### src/hw/rtl/qsi_pkg.sv
// shared types and constants of the quantized state integrator
package qsi_pkg;

	localparam int QSI_WORD_BITS = 48;
	localparam int QSI_FRAC_BITS = 16;

	// command codes of an input beat
	typedef enum logic [1:0] {
		CMD_START   = 2'd0,
		CMD_SLOPE   = 2'd1,
		CMD_ADVANCE = 2'd2
	} qsi_cmd_t;

	// controller states
	typedef enum logic [3:0] {
		S_IDLE,
		S_DECODE,
		S_MUL,
		S_APPLY,
		S_NUM,
		S_DVINIT,
		S_DIV,
		S_DVEND,
		S_FINISH
	} qsi_state_t;

	// commands from controller to datapath and output stage
	typedef struct packed {
		logic idle;
		logic accept;
		logic decode;
		logic mul_step;
		logic apply;
		logic num;
		logic div_init;
		logic set_never;
		logic div_step;
		logic div_done;
		logic out_load;
	} qsi_ctl_t;

	// status from datapath to controller
	typedef struct packed {
		logic [1:0] cmd;
		logic       den_zero;
	} qsi_sts_t;

endpackage

### src/hw/rtl/qsi_in_if.sv
// input channel: command, value and elapsed time
interface qsi_in_if import qsi_pkg::*; #(
	parameter int W = QSI_WORD_BITS
) ();
	logic                valid;
	logic                ready;
	logic [1:0]          cmd;
	logic signed [W-1:0] value;
	logic [W-1:0]        elapsed;

	modport source (output valid, cmd, value, elapsed, input ready);
	modport sink (input valid, cmd, value, elapsed, output ready);
endinterface

### src/hw/rtl/qsi_out_if.sv
// output channel: level event and time advance
interface qsi_out_if import qsi_pkg::*; #(
	parameter int W = QSI_WORD_BITS
) ();
	logic                valid;
	logic                ready;
	logic                event_valid;
	logic signed [W-1:0] event_level;
	logic [W-1:0]        time_advance;

	modport source (output valid, event_valid, event_level, time_advance, input ready);
	modport sink (input valid, event_valid, event_level, time_advance, output ready);
endinterface

### src/hw/rtl/qsi_ctrl.sv
// sequencing state machine of the quantized state integrator
module qsi_ctrl import qsi_pkg::*; #(
	parameter int W = QSI_WORD_BITS
) (
	input  logic     clk,
	input  logic     arst_n,
	input  logic     item_valid,
	input  logic     out_free,
	input  qsi_sts_t sts,
	output qsi_ctl_t ctl
);
	localparam int CW = (W > 1) ? $clog2(W) : 1;

	qsi_state_t    state_q, state_nx;
	logic [CW-1:0] cnt_q;
	logic          last;

	assign last = (cnt_q == CW'(W - 1));

	// state register
	always_ff @(posedge clk or negedge arst_n) begin
		if (!arst_n) begin
			state_q <= S_IDLE;
		end else begin
			state_q <= state_nx;
		end
	end

	// step counter shared by multiply and divide
	always_ff @(posedge clk or negedge arst_n) begin
		if (!arst_n) begin
			cnt_q <= '0;
		end else if (ctl.decode || ctl.div_init) begin
			cnt_q <= '0;
		end else if (ctl.mul_step || ctl.div_step) begin
			cnt_q <= cnt_q + 1'b1;
		end
	end

	// next state and commands
	always_comb begin
		state_nx = state_q;
		ctl = '0;
		unique case (state_q)
			S_IDLE: begin
				ctl.idle = 1'b1;
				if (item_valid) begin
					ctl.accept = 1'b1;
					state_nx = S_DECODE;
				end
			end
			S_DECODE: begin
				ctl.decode = 1'b1;
				unique case (sts.cmd) inside
					CMD_SLOPE, CMD_ADVANCE: state_nx = S_MUL;
					default:                state_nx = S_FINISH;
				endcase
			end
			S_MUL: begin
				ctl.mul_step = 1'b1;
				if (last) begin
					state_nx = S_APPLY;
				end
			end
			S_APPLY: begin
				ctl.apply = 1'b1;
				state_nx = S_NUM;
			end
			S_NUM: begin
				ctl.num = 1'b1;
				state_nx = S_DVINIT;
			end
			S_DVINIT: begin
				if (sts.den_zero) begin
					ctl.set_never = 1'b1;
					state_nx = S_FINISH;
				end else begin
					ctl.div_init = 1'b1;
					state_nx = S_DIV;
				end
			end
			S_DIV: begin
				ctl.div_step = 1'b1;
				if (last) begin
					state_nx = S_DVEND;
				end
			end
			S_DVEND: begin
				ctl.div_done = 1'b1;
				state_nx = S_FINISH;
			end
			S_FINISH: begin
				if (out_free) begin
					ctl.out_load = 1'b1;
					state_nx = S_IDLE;
				end
			end
			default: begin
				state_nx = S_IDLE;
			end
		endcase
	end

endmodule

### src/hw/rtl/qsi_dp.sv
// datapath: integrator state, serial multiplier and serial divider
module qsi_dp import qsi_pkg::*; #(
	parameter int W = QSI_WORD_BITS,
	parameter int F = QSI_FRAC_BITS
) (
	input  logic                clk,
	input  logic                arst_n,
	input  qsi_ctl_t            ctl,
	input  logic [1:0]          item_cmd,
	input  logic signed [W-1:0] item_value,
	input  logic [W-1:0]        item_elapsed,
	output qsi_sts_t            sts,
	output logic                res_event_valid,
	output logic signed [W-1:0] res_event_level,
	output logic [W-1:0]        res_time_advance
);
	localparam int NW = W + F + 1;
	localparam logic [W-1:0] SMAX_U  = {1'b0, {(W-1){1'b1}}};
	localparam logic [W-1:0] SMIN_U  = {1'b1, {(W-1){1'b0}}};
	localparam logic [W-1:0] ONE_U   = {{(W-F-1){1'b0}}, 1'b1, {F{1'b0}}};
	localparam logic [W-1:0] QUANT_U = {{(W-F-2){1'b0}}, 2'b10, {F{1'b0}}};
	localparam logic [W-1:0] FMASK_U = {{(W-F){1'b0}}, {F{1'b1}}};

	// saturate a sum one bit wider than the word
	function automatic logic signed [W-1:0] sat1(input logic signed [W:0] x);
		if (x[W] != x[W-1]) begin
			return x[W] ? $signed(SMIN_U) : $signed(SMAX_U);
		end
		return x[W-1:0];
	endfunction

	// magnitude of a signed word, the lowest value included
	function automatic logic [W-1:0] magw(input logic signed [W-1:0] x);
		return x[W-1] ? (~x + 1'b1) : x;
	endfunction

	// latched beat
	logic [1:0]          cmd_q;
	logic signed [W-1:0] v_q;
	logic [W-1:0]        el_q;

	// integrator state
	logic signed [W-1:0] state_q, level_q, slope_q;
	logic [W-1:0]        adv_q;
	logic                evv_q;
	logic signed [W-1:0] ev_q;

	// multiplier and divider registers
	logic [2*W-1:0]      mp_q;
	logic [W-1:0]        ma_q;
	logic                mneg_q;
	logic [W:0]          num_q;
	logic [W-1:0]        den_q, rem_q, dq_q;
	logic                dsat_q;

	logic signed [W-1:0] fl, start_level, next_level;
	logic signed [W:0]   lvl_step;
	logic [2*W-1:0]      prod_sh;
	logic                big;
	logic [W-1:0]        qmag;
	logic signed [W:0]   st_x, qm_x, acc_sum;
	logic signed [W:0]   sd;
	logic signed [W+1:0] t_sl;
	logic [W:0]          num_nx;
	logic [W-1:0]        den_nx;
	logic [NW-1:0]       nfull;
	logic [F:0]          nhi;
	logic [W:0]          msum;
	logic [W:0]          r2;
	logic                ge;

	assign sts.cmd      = cmd_q;
	assign sts.den_zero = (den_q == '0);

	assign res_event_valid  = evv_q;
	assign res_event_level  = ev_q;
	assign res_time_advance = adv_q;

	// level picked by a start beat: odd integer at or below the value (above it at the most negative floor)
	always_comb begin
		fl = {v_q[W-1:F], {F{1'b0}}};
		if (v_q[F]) begin
			start_level = fl;
		end else if (fl == $signed(SMIN_U)) begin
			start_level = fl + $signed(ONE_U);
		end else begin
			start_level = fl - $signed(ONE_U);
		end
	end

	// next level one quantum in the slope's direction
	always_comb begin
		if (slope_q[W-1]) begin
			lvl_step = {level_q[W-1], level_q} - $signed({1'b0, QUANT_U});
		end else begin
			lvl_step = {level_q[W-1], level_q} + $signed({1'b0, QUANT_U});
		end
		if (slope_q == '0) begin
			next_level = level_q;
		end else begin
			next_level = sat1(lvl_step);
		end
	end

	// scaled product, floored and saturated, added to the state
	always_comb begin
		prod_sh = mp_q >> F;
		big     = |prod_sh[2*W-1:W-1];
		if (big) begin
			qmag = mneg_q ? SMIN_U : SMAX_U;
		end else begin
			qmag = prod_sh[W-1:0];
		end
		st_x = {state_q[W-1], state_q};
		qm_x = $signed({1'b0, qmag});
		acc_sum = mneg_q ? (st_x - qm_x) : (st_x + qm_x);
	end

	// distance to the crossing and divisor
	always_comb begin
		sd = {state_q[W-1], state_q} - {level_q[W-1], level_q};
		if (v_q[W-1]) begin
			t_sl = {sd[W], sd};
		end else begin
			t_sl = $signed({2'b00, QUANT_U}) - {sd[W], sd};
		end
		if (cmd_q == CMD_ADVANCE) begin
			num_nx = {1'b0, QUANT_U};
			den_nx = magw(slope_q);
		end else begin
			num_nx = t_sl[W+1] ? '0 : t_sl[W:0];
			den_nx = magw(v_q);
		end
	end

	// divider set-up and step
	always_comb begin
		nfull = {num_q, {F{1'b0}}};
		nhi   = nfull[W+F:W];
		r2    = {rem_q, dq_q[W-1]};
		ge    = (r2 >= {1'b0, den_q});
	end

	assign msum = {1'b0, mp_q[2*W-1:W]} + {1'b0, ma_q};

	// latch the accepted beat
	always_ff @(posedge clk) begin
		if (ctl.accept) begin
			cmd_q <= item_cmd;
			v_q   <= item_value;
			el_q  <= item_elapsed;
		end
	end

	// integrator state registers
	always_ff @(posedge clk or negedge arst_n) begin
		if (!arst_n) begin
			state_q <= '0;
			level_q <= $signed(ONE_U);
			slope_q <= '0;
			adv_q   <= '0;
		end else begin
			if (ctl.decode) begin
				case (cmd_q)
					CMD_START: begin
						state_q <= v_q;
						level_q <= start_level;
						slope_q <= '0;
						adv_q   <= '0;
					end
					CMD_ADVANCE: begin
						level_q <= next_level;
					end
					default: begin
					end
				endcase
			end
			if (ctl.apply) begin
				state_q <= sat1(acc_sum);
			end
			if (ctl.num && (cmd_q == CMD_SLOPE)) begin
				slope_q <= v_q;
			end
			if (ctl.set_never) begin
				adv_q <= '1;
			end
			if (ctl.div_done) begin
				adv_q <= dsat_q ? '1 : dq_q;
			end
		end
	end

	// event of the current beat
	always_ff @(posedge clk) begin
		if (ctl.decode) begin
			evv_q <= (cmd_q == CMD_ADVANCE);
			ev_q  <= (cmd_q == CMD_ADVANCE) ? next_level : '0;
		end
	end

	// shift-add multiplier, rounding offset preloaded in the high half
	always_ff @(posedge clk) begin
		if (ctl.decode) begin
			ma_q   <= magw(slope_q);
			mneg_q <= slope_q[W-1];
			mp_q   <= {(slope_q[W-1] ? FMASK_U : '0),
				((cmd_q == CMD_SLOPE) ? el_q : adv_q)};
		end else if (ctl.mul_step) begin
			if (mp_q[0]) begin
				mp_q <= {msum, mp_q[W-1:1]};
			end else begin
				mp_q <= {1'b0, mp_q[2*W-1:W], mp_q[W-1:1]};
			end
		end
	end

	// restoring divider, one quotient bit a cycle
	always_ff @(posedge clk) begin
		if (ctl.num) begin
			num_q <= num_nx;
			den_q <= den_nx;
		end
		if (ctl.div_init) begin
			dsat_q <= (NW'(nhi) >= NW'(den_q));
			rem_q  <= W'(nhi);
			dq_q   <= nfull[W-1:0];
		end else if (ctl.div_step) begin
			rem_q <= ge ? W'(r2 - {1'b0, den_q}) : r2[W-1:0];
			dq_q  <= {dq_q[W-2:0], ge};
		end
	end

endmodule

### src/hw/rtl/quantized_state_integrator_core.sv
// top level of the quantized state integrator
//
// Usage:
//   item channel carries one beat per command: start (load state from value),
//   slope (advance the state by slope times elapsed, take value as the new slope)
//   or time advance (emit the next level and move onto it). Code 3 leaves the
//   state untouched and only reports the current time advance.
//   result channel returns exactly one beat per item: event_valid and
//   event_level for a time advance, and the time until the next internal
//   transition (all ones means never).
// Sequencing:
//   a start beat or code 3 goes from decode straight to the output stage.
//   slope and time advance beats pass the bit-serial multiplier (WORD_BITS
//   steps) and the restoring divider (WORD_BITS steps); a zero divisor skips
//   the divider and reports never.
//   One item is in work at a time; item ready is high only when idle.
// Reset:
//   state 0, level 1.0, slope 0, advance 0, output register empty.
// Stalls:
//   a finished result waits in the output register; the next item may be
//   accepted meanwhile and its result is held back until that beat is taken.
module quantized_state_integrator_core import qsi_pkg::*; #(
	parameter int WORD_BITS = QSI_WORD_BITS,
	parameter int FRAC_BITS = QSI_FRAC_BITS
) (
	input logic        clk,
	input logic        arst_n,
	qsi_in_if.sink     item,
	qsi_out_if.source  result
);
	qsi_ctl_t                    ctl;
	qsi_sts_t                    sts;
	logic                        out_free;
	logic                        res_event_valid;
	logic signed [WORD_BITS-1:0] res_event_level;
	logic [WORD_BITS-1:0]        res_time_advance;

	logic                        ov_q;
	logic                        oev_q;
	logic signed [WORD_BITS-1:0] olevel_q;
	logic [WORD_BITS-1:0]        otime_q;

	assign out_free   = !ov_q || result.ready;
	assign item.ready = ctl.idle;

	// sequencer
	qsi_ctrl #(
		.W (WORD_BITS)
	) u_ctrl (
		.clk        (clk),
		.arst_n     (arst_n),
		.item_valid (item.valid),
		.out_free   (out_free),
		.sts        (sts),
		.ctl        (ctl)
	);

	// arithmetic and state
	qsi_dp #(
		.W (WORD_BITS),
		.F (FRAC_BITS)
	) u_dp (
		.clk              (clk),
		.arst_n           (arst_n),
		.ctl              (ctl),
		.item_cmd         (item.cmd),
		.item_value       (item.value),
		.item_elapsed     (item.elapsed),
		.sts              (sts),
		.res_event_valid  (res_event_valid),
		.res_event_level  (res_event_level),
		.res_time_advance (res_time_advance)
	);

	// output register valid
	always_ff @(posedge clk or negedge arst_n) begin
		if (!arst_n) begin
			ov_q <= 1'b0;
		end else if (ctl.out_load) begin
			ov_q <= 1'b1;
		end else if (result.ready) begin
			ov_q <= 1'b0;
		end
	end

	// output register payload
	always_ff @(posedge clk) begin
		if (ctl.out_load) begin
			oev_q    <= res_event_valid;
			olevel_q <= res_event_level;
			otime_q  <= res_time_advance;
		end
	end

	assign result.valid        = ov_q;
	assign result.event_valid  = oev_q;
	assign result.event_level  = olevel_q;
	assign result.time_advance = otime_q;

	// a result is never loaded over one that is still waiting
	a_no_overwrite: assert property (@(posedge clk) disable iff (!arst_n)
		ctl.out_load |-> (!ov_q || result.ready))
		else $error("result loaded over a waiting beat");

	// an accepted item keeps the block busy in the next cycle
	a_busy_after_accept: assert property (@(posedge clk) disable iff (!arst_n)
		(item.valid && item.ready) |=> !item.ready)
		else $error("item ready while an item is in work");

	// a loaded result is offered in the next cycle
	a_load_shows: assert property (@(posedge clk) disable iff (!arst_n)
		ctl.out_load |=> result.valid)
		else $error("loaded result not offered");

	// without an event the level field is zero
	a_quiet_level: assert property (@(posedge clk) disable iff (!arst_n)
		(result.valid && !result.event_valid) |-> (result.event_level == '0))
		else $error("level set on a beat without event");

endmodule
### src/flat_wrapper.sv
// flat-port wrapper written by rule: the top's interface ports become plain ports
module quantized_state_integrator_core_flat import qsi_pkg::*;
#(
	parameter int WORD_BITS = QSI_WORD_BITS,
	parameter int FRAC_BITS = QSI_FRAC_BITS
)
  (clk, arst_n, item_valid, item_cmd, item_value, item_elapsed, item_ready, result_valid, result_event_valid, result_event_level, result_time_advance, result_ready);
  qsi_in_if item_i ();
  qsi_out_if result_i ();
  input logic clk;
  input logic arst_n;
  input wire logic [$bits(item_i.valid)-1:0] item_valid;
  input wire logic [$bits(item_i.cmd)-1:0] item_cmd;
  input wire logic [$bits(item_i.value)-1:0] item_value;
  input wire logic [$bits(item_i.elapsed)-1:0] item_elapsed;
  output wire logic [$bits(item_i.ready)-1:0] item_ready;
  output wire logic [$bits(result_i.valid)-1:0] result_valid;
  output wire logic [$bits(result_i.event_valid)-1:0] result_event_valid;
  output wire logic [$bits(result_i.event_level)-1:0] result_event_level;
  output wire logic [$bits(result_i.time_advance)-1:0] result_time_advance;
  input wire logic [$bits(result_i.ready)-1:0] result_ready;
  assign item_i.valid = item_valid;
  assign item_i.cmd = item_cmd;
  assign item_i.value = item_value;
  assign item_i.elapsed = item_elapsed;
  assign item_ready = item_i.ready;
  assign result_valid = result_i.valid;
  assign result_event_valid = result_i.event_valid;
  assign result_event_level = result_i.event_level;
  assign result_time_advance = result_i.time_advance;
  assign result_i.ready = result_ready;
  quantized_state_integrator_core #(.WORD_BITS(WORD_BITS), .FRAC_BITS(FRAC_BITS)) u_core (.clk(clk), .arst_n(arst_n), .item(item_i), .result(result_i));
endmodule
### config.mk
export PLATFORM = sky130hd
export DESIGN_NAME = quantized_state_integrator_core_flat
export DESIGN_NICKNAME = d
export VERILOG_FILES = /design/src/hw/rtl/qsi_pkg.sv /design/src/hw/rtl/qsi_in_if.sv /design/src/hw/rtl/qsi_out_if.sv /design/src/hw/rtl/qsi_ctrl.sv /design/src/hw/rtl/qsi_dp.sv /design/src/hw/rtl/quantized_state_integrator_core.sv /design/src/flat_wrapper.sv
export SDC_FILE = /design/constraint.sdc
export NUM_CORES = 2
export LEC_CHECK = 0
export BUFFER_PORTS_ARGS = -buffer_cell sky130_fd_sc_hd__buf_2
export CORE_AREA = 2 2 353 320
export CTS_BUF_LIST = sky130_fd_sc_hd__clkbuf_8 sky130_fd_sc_hd__clkbuf_16
export CTS_CLUSTER_SIZE = 10
export DETAILED_ROUTE_END_ITERATION = 8
export DIE_AREA = 0 0 355 322
export PLACE_DENSITY_LB_ADDON = 0.08
export SYNTH_ARGS = -nofsm -noshare
export SYNTH_HDL_FRONTEND = slang
export SYNTH_HIERARCHICAL = 1
export SYNTH_SLANG_ARGS = --single-unit
### constraint.sdc
create_clock -name clk -period 12.5 [get_ports clk]
set_input_delay 2.5 -clock clk [delete_from_list [all_inputs] [get_ports clk]]
set_output_delay 2.5 -clock clk [all_outputs]
set_load 0.05 [all_outputs]
==> results.md <==
* Syn nets at approximately 5500
* Worst hold start: u_core/u_dp/res_event_level[39]
* Setup bufs post-CTS at 0
* Cell taking the most area after synthesis: edfxtp_1
* Post-Route WL at around 160 mm
* Peak Freq at 0.113 GHz
* Worst R2R Path Depth at 26
* Area Growth Syn to Fin at 10.7%
* Cell Area, Synth at 49400 µm²
* Vias per std cell at roughly 6
* GR Layer Usage met1 at between 40% and 50%
* Synth top area share at roughly a third
* Crit Path Category: reg -> reg
* I/O pin count at around 200
* Per-cell routed wire length at between 20 and 25 µm
* Yosys cell types at 101
* Core ar. at around 110000 µm²
* Nets at 5583
* DIE HEIGHT at about 320 µm
* Fillers at roughly 10000
* Placed Instances at around 6600
* TritonCTS clock tree: built
* Sinks on Clock Net at roughly 790
* Synth Area per Inst at around 9.6 µm²
* Reg2reg end: u_core/u_dp/state_q[8]
* Mapped Cells at about 5100
* Worst-path fanout max at 40
* Hold depth at 0
* CP arrival at approximately 9400 ps
* Largest net degree at the start of global routing at roughly 130
* Layout Cells excl Fill at 6758
* GRT overflow at 0
* Die width at roughly 360 µm
* HPWL Detailed at about 120 mm
* Inserted Clock Buffers at 93
* Final setup TNS at 0 ps
* Antenna Violating Nets Remaining at 0
* Post-CTS Hold Buffers at 0
* Global routing's busiest layer: met1
* Post_cts resized at 0
* Final setup viols at 0
* DRC Markers at 0
* Worst min path class: reg -> reg
* Worst skew pair latency at roughly 730 ps
* FF-to-FF Start: u_core/u_dp/mp_q[92]
* Synth async-reset ratio at between 20% and 30%
* FF+latch count, synth at 786
* Final Critical Period at 8880 ps
* Fin. Hold Viols at 0
* Clock transition at the registers of the reported paths at 60 ps
* Vias in the first global route at 37766
* Root Driver: clkbuf_16
* Die area at approximately 110000 µm²
* Clock tree buffer depth at 3
* Most used DFF post-synth: edfxtp_1
* Share of layout cells above drive strength 1 at roughly 9%
* First-pass DRT Iterations at 8
* GPL Wtd Cong at 0.955
* Max-cap violations at 0
* Slew Limit Headroom at ~20%
* Outcome: finished clean
* Max-slew violation count at 0
* Setup crit end kind: register
* Initial DRC Count at about 3700
* Global-route wire length before repair at about 240 mm
* CP required at around 13000 ps
* Clock skew at roughly 63 ps
* FP Rows at roughly 120
* GRT Util Overall at 28.0%
* Flop-to-flop setup slack at ~3600 ps
* GRT met2 Usage at about two fifths
* Seq/Total Area, Yosys at approximately 45%
* Post-synth EDFFs at ~540
* Critical path launch point type: register
* Yosys warnings at 6
* Initial antenna violation count at 5
* Vias at slightly above 40000
* Hold endpoint: u_core/result.event_level[39]
* # port buffers at 200
* Main area contributors after synthesis: edfxtp_1 33%, dfrtp_1 10%, ha_1 6.9%, a21oi_1 5.2%, xnor2_1 3.7%
* Final worst path period share at a little under three quarters
* RSZ-0062 raised after global routing: false
* CTS H-tree depth at 3
* Met3 Usage GRT at 7.31%
* Slew @ Worst Pin at between 1000 and 1500 ps
* Initial Util at ~45%
critical path, stage by stage, from the launching register on:
cell,delay [ps]
edfxtp_1,410
nor4_1,470
nand4_1,200
nor3_2,490
nor2_1,140
a21o_1,210
inv_1,60
ha_1,250
or4b_2,650
nor3b_1,580
nor2_1,110
xnor2_1,170
nand2_1,90
ha_1,390
a21o_1,250
o21a_1,190
a211oi_1,620
a21oi_1,240
or3b_2,530
a221o_1,390
o2111ai_1,140
nand2_1,170
a211oi_1,660
mux2_2,340
and2_1,300
buf_4,460
a21oi_1,140
layer usage:
| metal | up-vias | part of all wire [%] |
|---|---|---|
| li1 | 19200 | - |
| met1 | 19502 | 47 |
| met2 | 1335 | 42 |
| met3 | 202 | 8.4 |
| met4 | 0 | 2.5 |
| met5 | - | 0 |
kinds of logic (layout without fill, tap and decap cells):
family / Yosys count / in the layout / share of synthesized area [%]
AND/OR/NAND/NOR: 1515 / 1515 / 14.7
flip-flops: 786 / 786 / 44.8
buffers and inverters: 462 / 623 / 3.62
XOR/XNOR: 375 / 375 / 6.65
AO/OA/AOI/OAI: 1602 / 1602 / 21.1
other: 0 / 2 / 0
multiplexers: 101 / 101 / 2.06
adder cells (fa/ha/maj): 279 / 279 / 7.15
cell type report:
| class | instances | area (µm²) | area share (%) |
|---|---|---|---|
| multi-input combinational | 3872 | 25600 | 46.9 |
| sequential | 786 | 22100 | 40.5 |
| clock buffer | 98 | 2400 | 4.39 |
| tap | 1475 | 1850 | 3.38 |
| timing repair buffer | 261 | 1480 | 2.71 |
| inverter | 188 | 706 | 1.29 |
| clock inverter | 76 | 473 | 0.866 |
| antenna | 2 | 5.00 | 0.00916 |
worst max-delay path by stage:
| stage | from | to | slack (ps) | depth (start not counted) |
|---|---|---|---|---|
| 2_1_floorplan | u_core/u_ctrl/state_q[2] | u_core/u_dp/mp_q[48] | 2470 | 6 |
| 6_report | u_core/u_dp/mp_q[92] | u_core/u_dp/state_q[8] | 3620 | 26 |
| 3_5_place_dp | u_core/u_dp/mp_q[92] | u_core/u_dp/state_q[9] | 3770 | 26 |
| 4_1_cts | u_core/u_dp/mp_q[92] | u_core/u_dp/state_q[21] | 3670 | 26 |
| 5_1_grt | u_core/u_dp/mp_q[92] | u_core/u_dp/state_q[21] | 3020 | 26 |
| 3_3_place_gp | u_core/u_dp/mp_q[92] | u_core/u_dp/state_q[21] | 3810 | 26 |
sequential cells by signal, indices dropped and copies added, names as in the netlist, 2 cells and up:
name                          flops
u_core/u_dp/den_q                48
u_core/u_ctrl/state_q             4
u_core/u_dp/v_q                  48
u_core/u_dp/ma_q                 48
u_core/result.event_level        48
u_core/u_dp/cmd_q                 2
u_core/u_dp/res_event_level      48
u_core/u_dp/res_time_advance     48
u_core/result.time_advance       48
u_core/u_dp/el_q                 48
u_core/u_dp/slope_q              48
u_core/u_dp/rem_q                48
u_core/u_dp/level_q              48
u_core/u_dp/num_q                49
u_core/u_ctrl/cnt_q               6
u_core/u_dp/dq_q                 48
u_core/u_dp/mp_q                 96
u_core/u_dp/state_q              48
cells in the final DEF (no fill, tap or decap), drive strengths merged, types with 31 or more instances in the layout:
cell type  count
nor2b         43
nand4         39
nand2b        45
and2          31
o31ai         51
nor4          51
nor3         103
dfrtp        202
a21oi        516
nand2        421
edfxtp       536
a31oi         60
o211ai        32
buf          261
nand3         76
dfxtp         47
o21ai        276
xnor2        210
and3          82
o21a          45
inv          242
nor2         478
ha           274
mux2i         97
xor2         165
a211oi       146
a21o         157
a22o          82
clkbuf        98
or3           36
synthesized netlist by cell type (36+ instances only):
cell	number
a211oi_1	146
a21o_1	157
a21oi_1	515
a22o_1	82
a31oi_1	60
and3_1	82
clkbuf_1	227
dfrtp_1	202
dfxtp_1	47
edfxtp_1	536
ha_1	274
inv_1	185
mux2i_1	97
nand2_1	421
nand2b_1	43
nand3_1	76
nand4_1	39
nor2_1	478
nor2b_1	43
nor3_1	103
nor4_1	50
o21a_1	45
o21ai_0	274
o31ai_1	51
or3_1	36
xnor2_1	210
xor2_1	165
per-stage QoR:
| stage | area, µm² | util [%] | worst slack (ps) | hold slack [ps] |
|---|---|---|---|---|
| floorplan | 49400 | - | 2470 | 400 |
| global placement | 51800 | 46.8 | 3810 | 404 |
| detailed placement | 51800 | 46.8 | 3770 | 405 |
| CTS | 54600 | 49.4 | 3670 | 418 |
| global route | 54600 | 49.4 | 3020 | 425 |
| finish | 54600 | 49.4 | 3620 | 418 |
Power is left out: the tool's default activity adds up to more than one toggle a clock period on the data nets, which glitch-free logic cannot reach.
